<file path="config.mk">
export PLATFORM = sky130hd
export DESIGN_NAME = two_stage_active_tension_integrator_flat
export DESIGN_NICKNAME = d
export VERILOG_FILES = /design/src/rtl/core/tsati_pkg.sv /design/src/rtl/core/tsati_if.sv /design/src/rtl/core/two_stage_active_tension_integrator.sv /design/src/flat_wrapper.sv
export SDC_FILE = /design/constraint.sdc
export NUM_CORES = 2
export LEC_CHECK = 0
export BUFFER_PORTS_ARGS = -buffer_cell sky130_fd_sc_hd__buf_2
export CAP_MARGIN = 5
export CORE_ASPECT_RATIO = 1.4
export CORE_MARGIN = 8
export CORE_UTILIZATION = 55
export CTS_BUF_LIST = sky130_fd_sc_hd__clkbuf_4
export DETAILED_ROUTE_END_ITERATION = 16
export GPL_TIMING_DRIVEN = 0
export HOLD_SLACK_MARGIN = 0.03
export PLACE_DENSITY = 0.73
export SYNTH_ARGS = -nofsm -noshare
export SYNTH_HDL_FRONTEND = slang
export SYNTH_SLANG_ARGS = --single-unit
</file>
<file path="constraint.sdc">
create_clock -name clk -period 23.7 [get_ports clk]
set_input_delay 3.555 -clock clk [delete_from_list [all_inputs] [get_ports clk]]
set_output_delay 3.555 -clock clk [all_outputs]
set_load 0.05 [all_outputs]
</file>
<file path="src/rtl/core/tsati_pkg.sv">
`timescale 1ns / 1ps
// ----------------------------------------------------------------------------
// tsati_pkg
// Shared types and constants of the two-stage active tension integrator.
// ----------------------------------------------------------------------------
package tsati_pkg;

    localparam int VOLT_W    = 16;
    localparam int WIDTH_W   = 16;
    localparam int RATE_W    = 16;
    localparam int CFG_IDX_W = 2;

    typedef logic [CFG_IDX_W-1:0] cfg_idx_t;

    localparam cfg_idx_t REG_GAUSS_WIDTH       = 2'd0;
    localparam cfg_idx_t REG_TENSION_RATE      = 2'd1;
    localparam cfg_idx_t REG_VOLTAGE_THRESHOLD = 2'd2;
    localparam cfg_idx_t REG_TENSION_THRESHOLD = 2'd3;

    localparam logic [31:0] LOG2E_Q30 = 32'd1549082005;
    localparam logic [31:0] LN2_Q30   = 32'd744261118;
    localparam logic [63:0] INVSQ_Q24 = 64'd6694838;
    localparam logic [31:0] STEP_Q20  = 32'd52429;
    localparam logic [63:0] SLOW_G64  = (64'd429497 * 64'd52429) >> 16;
    localparam logic [31:0] SLOW_G    = SLOW_G64[31:0];
    localparam logic [30:0] ONE_Q30   = 31'h4000_0000;
    localparam int          X_BITS    = 22;

    // ceil(2^33 / k); exact floor(p / k) for p < 2^30 as (p * m) >> 33
    function automatic logic [31:0] recip(input logic [2:0] k);
        logic [31:0] m;
        begin
            case (k)
                3'd3:    m = 32'd2863311531;
                3'd5:    m = 32'd1717986919;
                3'd6:    m = 32'd1431655766;
                3'd7:    m = 32'd1227133514;
                default: m = 32'd0;
            endcase
            return m;
        end
    endfunction

endpackage

</file>
<file path="src/rtl/core/tsati_if.sv">
`timescale 1ns / 1ps
// ----------------------------------------------------------------------------
// tsati_in_if / tsati_out_if
// Valid/ready channels for voltage samples and tension results.
// ----------------------------------------------------------------------------
interface tsati_in_if;
    logic               valid;
    logic               ready;
    logic signed [15:0] voltage;

    modport source (output valid, output voltage, input ready);
    modport sink (input valid, input voltage, output ready);
endinterface

interface tsati_out_if #(
    parameter int TW = 23
);
    logic          valid;
    logic          ready;
    logic [TW-1:0] fast_tension;
    logic [TW-1:0] slow_tension;

    modport source (output valid, output fast_tension, output slow_tension, input ready);
    modport sink (input valid, input fast_tension, input slow_tension, output ready);
endinterface

</file>
<file path="src/rtl/core/two_stage_active_tension_integrator.sv">
`timescale 1ns / 1ps
// ----------------------------------------------------------------------------
// two_stage_active_tension_integrator
// Gaussian voltage drive feeding two chained Euler tension stages, computed
// on one shared 32x32 multiplier and one restoring divider.
// Each beat runs two divider passes and the 7-step exp series; zero drive
// skips to the Euler steps when the exponent quotient overflows, or when
// the exponent is too large after the division.
// Throughput: one beat at a time; next beat taken once the result is stored.
// Reset: async active low; tensions clear, config returns to defaults.
// ----------------------------------------------------------------------------
module two_stage_active_tension_integrator #(
    parameter int TENSION_FRAC_BITS = 16
) (
    input  logic                             clk,
    input  logic                             rst_n,
    tsati_in_if.sink                         sample,
    tsati_out_if.source                      result,
    input  logic                             cfg_wr_en,
    input  tsati_pkg::cfg_idx_t              cfg_index,
    input  logic [((7 + TENSION_FRAC_BITS) > 16 ? (7 + TENSION_FRAC_BITS) : 16)-1:0] cfg_data
);
    import tsati_pkg::*;

    localparam int TBITS = 7 + TENSION_FRAC_BITS;
    localparam int DW    = (TBITS > X_BITS) ? TBITS : X_BITS;
    localparam int RW    = 34;
    localparam int CNT_W = $clog2(DW + 1);
    localparam logic [63:0] A_DVD = (INVSQ_Q24 << TENSION_FRAC_BITS) >> 16;

    localparam logic [4:0] ST_IDLE  = 5'd0;
    localparam logic [4:0] ST_SQV   = 5'd1;
    localparam logic [4:0] ST_SQS   = 5'd2;
    localparam logic [4:0] ST_XINIT = 5'd3;
    localparam logic [4:0] ST_DIV   = 5'd4;
    localparam logic [4:0] ST_Y     = 5'd5;
    localparam logic [4:0] ST_Z     = 5'd6;
    localparam logic [4:0] ST_ZL    = 5'd7;
    localparam logic [4:0] ST_HP    = 5'd8;
    localparam logic [4:0] ST_HQ    = 5'd9;
    localparam logic [4:0] ST_HT    = 5'd10;
    localparam logic [4:0] ST_AINIT = 5'd11;
    localparam logic [4:0] ST_DRV   = 5'd12;
    localparam logic [4:0] ST_SH    = 5'd13;
    localparam logic [4:0] ST_G     = 5'd14;
    localparam logic [4:0] ST_E1M   = 5'd15;
    localparam logic [4:0] ST_E1    = 5'd16;
    localparam logic [4:0] ST_E2M   = 5'd17;
    localparam logic [4:0] ST_E2    = 5'd18;
    localparam logic [4:0] ST_DONE  = 5'd19;

    logic [4:0]             state_reg, state_next;
    logic [WIDTH_W-1:0]     gw_reg;
    logic [RATE_W-1:0]      rate_reg;
    logic signed [VOLT_W-1:0] vth_reg;
    logic [TBITS-1:0]       tth_reg;
    logic [TBITS-1:0]       s1_reg, s2_reg;
    logic                   out_valid_reg;
    logic [TBITS-1:0]       out_fast_reg, out_slow_reg;

    logic signed [VOLT_W-1:0] v_reg;
    logic [63:0]            prod_reg;
    logic [31:0]            adsq_reg;
    logic [RW-1:0]          rem_reg;
    logic [32:0]            dsr_reg;
    logic [DW-1:0]          dvd_reg, quo_reg;
    logic [CNT_W-1:0]       cnt_reg;
    logic                   phase_reg;
    logic [5:0]             n_reg;
    logic [29:0]            z_reg, p_reg;
    logic [30:0]            t_reg;
    logic [2:0]             k_reg;
    logic [TBITS-1:0]       drive_reg;
    logic [31:0]            g_reg;
    logic                   up_reg;

    logic [31:0]            ma, mb;
    logic [WIDTH_W-1:0]     s_eff;
    logic signed [16:0]     d;
    logic [16:0]            ad17;
    logic [RW:0]            trial;
    logic [29:0]            q;
    logic [TBITS-1:0]       cur, tgt, diff, delta, upd;
    logic                   slow;
    logic                   accept;
    logic                   load_out;

    assign accept   = sample.valid && sample.ready;
    assign load_out = (state_reg == ST_DONE) && (!out_valid_reg || result.ready);
    assign s_eff    = (gw_reg == '0) ? WIDTH_W'(1) : gw_reg;
    assign d        = {v_reg[VOLT_W-1], v_reg} - 17'sd256;
    assign ad17     = d[16] ? 17'(-d) : 17'(d);
    assign trial    = {1'b0, rem_reg[RW-2:0], dvd_reg[DW-1]} - (RW+1)'(dsr_reg);

    assign cur   = (state_reg == ST_E2M || state_reg == ST_E2) ? s2_reg : s1_reg;
    assign tgt   = (state_reg == ST_E2M || state_reg == ST_E2) ? s1_reg : drive_reg;
    assign diff  = (tgt >= cur) ? tgt - cur : cur - tgt;
    assign delta = TBITS'(prod_reg[63:36]);
    assign upd   = up_reg ? cur + delta : cur - delta;
    assign slow  = (v_reg > vth_reg) && (upd < tth_reg);

    always_comb
    begin
        case (k_reg)
            3'd1:    q = p_reg;
            3'd2:    q = p_reg >> 1;
            3'd4:    q = p_reg >> 2;
            default: q = prod_reg[62:33];
        endcase
    end

    always_comb
    begin
        ma = '0;
        mb = '0;
        case (state_reg)
            ST_SQV:
            begin
                ma = 32'(ad17[15:0]);
                mb = 32'(ad17[15:0]);
            end
            ST_SQS:
            begin
                ma = 32'(s_eff);
                mb = 32'(s_eff);
            end
            ST_Y:
            begin
                ma = 32'(quo_reg[X_BITS-1:0]);
                mb = LOG2E_Q30;
            end
            ST_Z:
            begin
                ma = {2'b0, prod_reg[45:16]};
                mb = LN2_Q30;
            end
            ST_HP:
            begin
                ma = {2'b0, z_reg};
                mb = {1'b0, t_reg};
            end
            ST_HQ:
            begin
                ma = {2'b0, prod_reg[59:30]};
                mb = recip(k_reg);
            end
            ST_DRV:
            begin
                ma = 32'(quo_reg[TBITS-1:0]);
                mb = {1'b0, t_reg};
            end
            ST_G:
            begin
                ma = 32'(rate_reg);
                mb = STEP_Q20;
            end
            ST_E1M:
            begin
                ma = 32'(diff);
                mb = prod_reg[31:0];
            end
            ST_E2M:
            begin
                ma = 32'(diff);
                mb = g_reg;
            end
            default:
            begin
                ma = '0;
                mb = '0;
            end
        endcase
    end

    always_comb
    begin
        state_next = state_reg;
        case (state_reg)
            ST_IDLE:  if (accept) state_next = ST_SQV;
            ST_SQV:   state_next = ST_SQS;
            ST_SQS:   state_next = ST_XINIT;
            ST_XINIT:
            begin
                if (RW'(adsq_reg >> 6) >= RW'({prod_reg[31:0], 1'b0}))
                    state_next = ST_G;
                else
                    state_next = ST_DIV;
            end
            ST_DIV:
            begin
                if (cnt_reg == CNT_W'(1))
                    state_next = phase_reg ? ST_DRV : ST_Y;
            end
            ST_Y:     state_next = ST_Z;
            ST_Z:     state_next = (prod_reg[63:46] >= 18'd33) ? ST_G : ST_ZL;
            ST_ZL:    state_next = ST_HP;
            ST_HP:    state_next = ST_HQ;
            ST_HQ:    state_next = ST_HT;
            ST_HT:    state_next = (k_reg == 3'd1) ? ST_AINIT : ST_HP;
            ST_AINIT: state_next = ST_DIV;
            ST_DRV:   state_next = ST_SH;
            ST_SH:    state_next = ST_G;
            ST_G:     state_next = ST_E1M;
            ST_E1M:   state_next = ST_E1;
            ST_E1:    state_next = ST_E2M;
            ST_E2M:   state_next = ST_E2;
            ST_E2:    state_next = ST_DONE;
            ST_DONE:  if (load_out) state_next = ST_IDLE;
            default:  state_next = ST_IDLE;
        endcase
    end

    always_ff @(posedge clk or negedge rst_n)
    begin
        if (!rst_n)
        begin
            state_reg     <= ST_IDLE;
            gw_reg        <= WIDTH_W'(256);
            rate_reg      <= RATE_W'(65535);
            vth_reg       <= '0;
            tth_reg       <= '0;
            s1_reg        <= '0;
            s2_reg        <= '0;
            out_valid_reg <= 1'b0;
        end
        else
        begin
            state_reg <= state_next;
            if (cfg_wr_en)
            begin
                case (cfg_index)
                    REG_GAUSS_WIDTH:       gw_reg   <= cfg_data[WIDTH_W-1:0];
                    REG_TENSION_RATE:      rate_reg <= cfg_data[RATE_W-1:0];
                    REG_VOLTAGE_THRESHOLD: vth_reg  <= cfg_data[VOLT_W-1:0];
                    REG_TENSION_THRESHOLD: tth_reg  <= cfg_data[TBITS-1:0];
                    default: ;
                endcase
            end
            if (state_reg == ST_E1)
                s1_reg <= upd;
            if (state_reg == ST_E2)
                s2_reg <= upd;
            if (load_out)
                out_valid_reg <= 1'b1;
            else if (result.ready)
                out_valid_reg <= 1'b0;
        end
    end

    always_ff @(posedge clk)
    begin
        prod_reg <= 64'(ma) * 64'(mb);
        if (accept)
            v_reg <= sample.voltage;
        if (load_out)
        begin
            out_fast_reg <= s1_reg;
            out_slow_reg <= s2_reg;
        end
        case (state_reg)
            ST_SQS:
                adsq_reg <= prod_reg[31:0];
            ST_XINIT:
            begin
                // zero drive unless the exponent quotient stays under 2^22
                drive_reg <= '0;
                dsr_reg   <= {prod_reg[31:0], 1'b0};
                rem_reg   <= RW'(adsq_reg >> 6);
                dvd_reg   <= DW'({adsq_reg[5:0], 16'b0}) << (DW - X_BITS);
                quo_reg   <= '0;
                cnt_reg   <= CNT_W'(X_BITS);
                phase_reg <= 1'b0;
            end
            ST_DIV:
            begin
                dvd_reg <= dvd_reg << 1;
                cnt_reg <= cnt_reg - CNT_W'(1);
                if (!trial[RW])
                begin
                    rem_reg <= trial[RW-1:0];
                    quo_reg <= {quo_reg[DW-2:0], 1'b1};
                end
                else
                begin
                    rem_reg <= {rem_reg[RW-2:0], dvd_reg[DW-1]};
                    quo_reg <= {quo_reg[DW-2:0], 1'b0};
                end
            end
            ST_Z:
            begin
                n_reg     <= prod_reg[51:46];
                drive_reg <= '0;
            end
            ST_ZL:
            begin
                z_reg <= prod_reg[59:30];
                t_reg <= ONE_Q30;
                k_reg <= 3'd7;
            end
            ST_HQ:
                p_reg <= prod_reg[59:30];
            ST_HT:
            begin
                t_reg <= ONE_Q30 - 31'(q);
                k_reg <= k_reg - 3'd1;
            end
            ST_AINIT:
            begin
                rem_reg   <= '0;
                dsr_reg   <= 33'(s_eff);
                dvd_reg   <= DW'(A_DVD[TBITS-1:0]) << (DW - TBITS);
                quo_reg   <= '0;
                cnt_reg   <= CNT_W'(TBITS);
                phase_reg <= 1'b1;
            end
            ST_SH:
                drive_reg <= TBITS'(prod_reg >> (7'd30 + 7'(n_reg)));
            ST_E1M:
            begin
                g_reg  <= prod_reg[31:0];
                up_reg <= (tgt >= cur);
            end
            ST_E1:
                if (slow) g_reg <= SLOW_G;
            ST_E2M:
                up_reg <= (tgt >= cur);
            default: ;
        endcase
    end

    assign sample.ready        = (state_reg == ST_IDLE);
    assign result.valid        = out_valid_reg;
    assign result.fast_tension = out_fast_reg;
    assign result.slow_tension = out_slow_reg;

`ifndef NO_ASSERTIONS
    a_accept_starts: assert property (@(posedge clk) disable iff (!rst_n)
        accept |=> (state_reg == ST_SQV))
        else $error("accepted beat did not start the sequence");

    a_div_count: assert property (@(posedge clk) disable iff (!rst_n)
        (state_reg == ST_DIV) |-> (cnt_reg != '0))
        else $error("divider entered with zero count");

    a_series_k: assert property (@(posedge clk) disable iff (!rst_n)
        (state_reg == ST_HP || state_reg == ST_HQ || state_reg == ST_HT) |-> (k_reg != 3'd0))
        else $error("series index out of range");

    a_load_valid: assert property (@(posedge clk) disable iff (!rst_n)
        load_out |=> (result.valid && state_reg == ST_IDLE))
        else $error("result not presented after load");
`endif

endmodule

</file>
<file path="src/flat_wrapper.sv">
// flat-port wrapper written by rule: the top's interface ports become plain ports
module two_stage_active_tension_integrator_flat import tsati_pkg::*;
#(
    parameter int TENSION_FRAC_BITS = 16
)
  (clk, rst_n, cfg_wr_en, cfg_index, cfg_data, sample_valid, sample_voltage, sample_ready, result_valid, result_fast_tension, result_slow_tension, result_ready);
  tsati_in_if sample_i ();
  tsati_out_if #(.TW((7 + (16)))) result_i ();
  input  logic clk;
  input  logic rst_n;
  input  logic cfg_wr_en;
  input  tsati_pkg::cfg_idx_t cfg_index;
  input  logic [((7 + TENSION_FRAC_BITS) > 16 ? (7 + TENSION_FRAC_BITS) : 16)-1:0] cfg_data;
  input wire logic [$bits(sample_i.valid)-1:0] sample_valid;
  input wire logic [$bits(sample_i.voltage)-1:0] sample_voltage;
  output wire logic [$bits(sample_i.ready)-1:0] sample_ready;
  output wire logic [$bits(result_i.valid)-1:0] result_valid;
  output wire logic [$bits(result_i.fast_tension)-1:0] result_fast_tension;
  output wire logic [$bits(result_i.slow_tension)-1:0] result_slow_tension;
  input wire logic [$bits(result_i.ready)-1:0] result_ready;
  assign sample_i.valid = sample_valid;
  assign sample_i.voltage = sample_voltage;
  assign sample_ready = sample_i.ready;
  assign result_valid = result_i.valid;
  assign result_fast_tension = result_i.fast_tension;
  assign result_slow_tension = result_i.slow_tension;
  assign result_i.ready = result_ready;
  two_stage_active_tension_integrator #(.TENSION_FRAC_BITS(TENSION_FRAC_BITS)) u_core (.clk(clk), .rst_n(rst_n), .sample(sample_i), .result(result_i), .cfg_wr_en(cfg_wr_en), .cfg_index(cfg_index), .cfg_data(cfg_data));
endmodule
</file>
==> flow_metrics.env <==
export IMPL_crit_fanout=10
export IMPL_start_util=0.552
export IMPL_worstSetupStartpointType="register"
export IMPL_grt_max_degree=93
export IMPL_cts_tree="yes"
export IMPL_synth_top_area_frac=0.274
export IMPL_max_cap_violations=1
export IMPL_numCtsBuffers=130
export IMPL_outcome="complete, but fails checks"
export IMPL_wl_um=233000
export IMPL_clock_skew_ns=0.0910
export IMPL_endpoint_kind="register"
export IMPL_crit_type="register to register"
export IMPL_antenna_found_initial=8
export IMPL_die_x_um=298
export IMPL_finalHoldViolations=0
export IMPL_htree_levels=4
export IMPL_synth_ff_type="edfxtp_1"
export IMPL_n_fill_cell=9634
export IMPL_max_slew_margin=-0.00432
export IMPL_yosysSeqAreaShare=0.250
export IMPL_synth_area_leaders="fa_1 (27%), edfxtp_1 (18%), ha_1 (8.6%)"
export IMPL_critical_path_arrival_ns=16.07
export IMPL_hp_class="register to register"
export IMPL_ys_ff_latch=552
export IMPL_via_per_inst=6.17
export IMPL_setup_viol=0
export IMPL_clk_pin_slew_ns=0.08
export IMPL_place_hpwl_um=187000
export IMPL_routedWlPerCell_um=28.4
export IMPL_cts_setup_buffers=0
export IMPL_synth_cell_type_count=91
export IMPL_gp_congestion=1.04
export IMPL_clock_path_buffers=3
export IMPL_worstMarginPinSlew_ns=1.51
export IMPL_crit_top_cell="fa_1"
export IMPL_finalSetupTns_ns=0
export IMPL_antenna_left=0
export IMPL_yosysTopAreaCell="fa_1"
export IMPL_numClockSinks=552
export IMPL_syn_to_final_growth_pct=7.58
export IMPL_max_stage_delay_ns=1.09
export IMPL_drive_gt1_frac=0.0922
export IMPL_dpl_worst_slack_ns=8.80
export IMPL_drc=0
export IMPL_synth_cells=6380
export IMPL_r2r_setup_slack_ns=8.53
export IMPL_rows=145
export IMPL_synth_edf_count=367
export IMPL_netlist_area_um2=61400
export IMPL_async_reset_ff_frac=0.223
export IMPL_grt_pass1_wl_um=339000
export IMPL_ys_warn_count=0
export IMPL_final_util=0.594
export IMPL_die_y_um=411
export IMPL_finalCritPeriodShare=0.640
export IMPL_grt_overflow_total=0
export IMPL_setup_slack_ns=8.53
export IMPL_vias=50600
export IMPL_slowest_stage="a31oi_1"
export IMPL_cts_resized_gates=0
export IMPL_fmax_mhz=65.9
export IMPL_final_net_count=7941
export IMPL_io_pins=94
export IMPL_postSynthAreaPerCell_um2=9.63
export IMPL_min_period_ns=15.17
export IMPL_firstDrtPassIters=9
export IMPL_mostFrequentLayoutCells="inv_1 (1011), nand2_1 (907), fa_1 (840), nor2_1 (577), ha_1 (423)"
export IMPL_rsz0062_at_grt="false"
export IMPL_synth_fp_nets=7689
export IMPL_portBuffers=93
export IMPL_final_common_cell="inv_1"
export IMPL_maxSlewViolCount=9
export IMPL_multiInputGateArea_um2=41000
export IMPL_dieArea_um2=123000
export IMPL_cts_root_buf="clkbuf_4"
export IMPL_violations="max-capacitance violations, max-slew violations"
export IMPL_fin_cells=8211
export IMPL_largest_register_ffs=62
export IMPL_clk_insertion_delay_late_ns=1.02
export IMPL_grt_pass1_vias=52500
export IMPL_cp_required_ns=24.60
export IMPL_gr_usage_all_layers=0.377
export IMPL_placed_cells=7967
export IMPL_ff_latch_area_um2=15400
export IMPL_holdBufCountCts=0
export IMPL_drt_iter0_markers=5617
export IMPL_core_area_um2=111000
[final cells by class]
type                            count  share of cell area
Multi-Input combinational cell   4481               0.620
Sequential cell                   552               0.232
Inverter                         1016              0.0577
Tap cell                         1470              0.0278
Buffer                            331              0.0206
Clock buffer                      180              0.0205
Timing Repair Buffer              120              0.0132
Clock inverter                     52             0.00697
Antenna cell                        9            0.000341
[synthesized netlist by cell type, types with 29 or more instances]
cell	count
inv_1	1011
nand2_1	907
fa_1	840
nor2_1	579
ha_1	423
edfxtp_1	367
clkbuf_1	251
a21oi_1	191
a21o_1	145
o21ai_0	143
mux2_2	116
xnor2_1	111
dfrtp_1	106
xor2_1	94
mux2i_1	83
and2_1	69
a22oi_1	66
nor2b_1	64
dfxtp_1	62
buf_2	45
nand2b_1	43
nand3_1	42
nor3_1	40
a31oi_1	37
and3_1	31
nand4_1	31
a211oi_1	29
[metrics by stage]
stage	hold slack [ns]	instance area, um^2
final	0.460	66100
after global placement	0.438	63700
after global routing	0.479	66100
after CTS	0.456	66000
after floorplan	0.424	61400
after detailed placement	0.442	64200
[per-layer routing]
metal | track usage | up-vias | wire length (um)
li1 | - | 21300 | -
met4 | 0.339 | 0 | 26700
met1 | 0.407 | 25100 | 75800
met5 | 0 | - | 0
met2 | 0.613 | 3161 | 108000
met3 | 0.0918 | 1128 | 23000
[path summary, 6_finish.rpt]
path | cells past startpoint | endpoint | start
min reg2reg | 0 | u_core.adsq_reg[2]$_DFFE_PP_ | u_core.prod_reg[2]$_DFF_P_
max in group asynchronous | 2 | u_core.vth_reg[1]$_DFFE_PN0P_ | rst_n
min in group asynchronous | 1 | u_core.s1_reg[18]$_DFFE_PN0N_ | rst_n
max | 49 | u_core.prod_reg[61]$_DFF_P_ | u_core.state_reg[3]$_DFFE_PN0P_
min | 0 | u_core.adsq_reg[2]$_DFFE_PP_ | u_core.prod_reg[2]$_DFF_P_
max reg2reg | 49 | u_core.prod_reg[61]$_DFF_P_ | u_core.state_reg[3]$_DFFE_PN0P_
[critical path: cells and delay by family, from the launching register on]
kind	cells	cell delay (ns)
compound gates	18	5.48
fa+ha+maj	10	4.63
buf+inv	12	2.34
flops	1	0.36
mux	2	0.82
simple gates	7	1.43
[logic make-up (layout without fill, tap and decap cells)]
logic type	after synthesis	in the layout	share of synthesized area
fa+ha+maj	1263	1263	0.360
simple gates	1907	1907	0.134
other cells	0	9	0
flops	552	552	0.250
mux	223	223	0.0436
buf+inv	1347	1699	0.0842
xor+xnor	205	205	0.0292
compound gates	883	883	0.0993
Power is not shown: default switching activity piles up to over one toggle a cycle in this logic, so the estimate is an artifact.
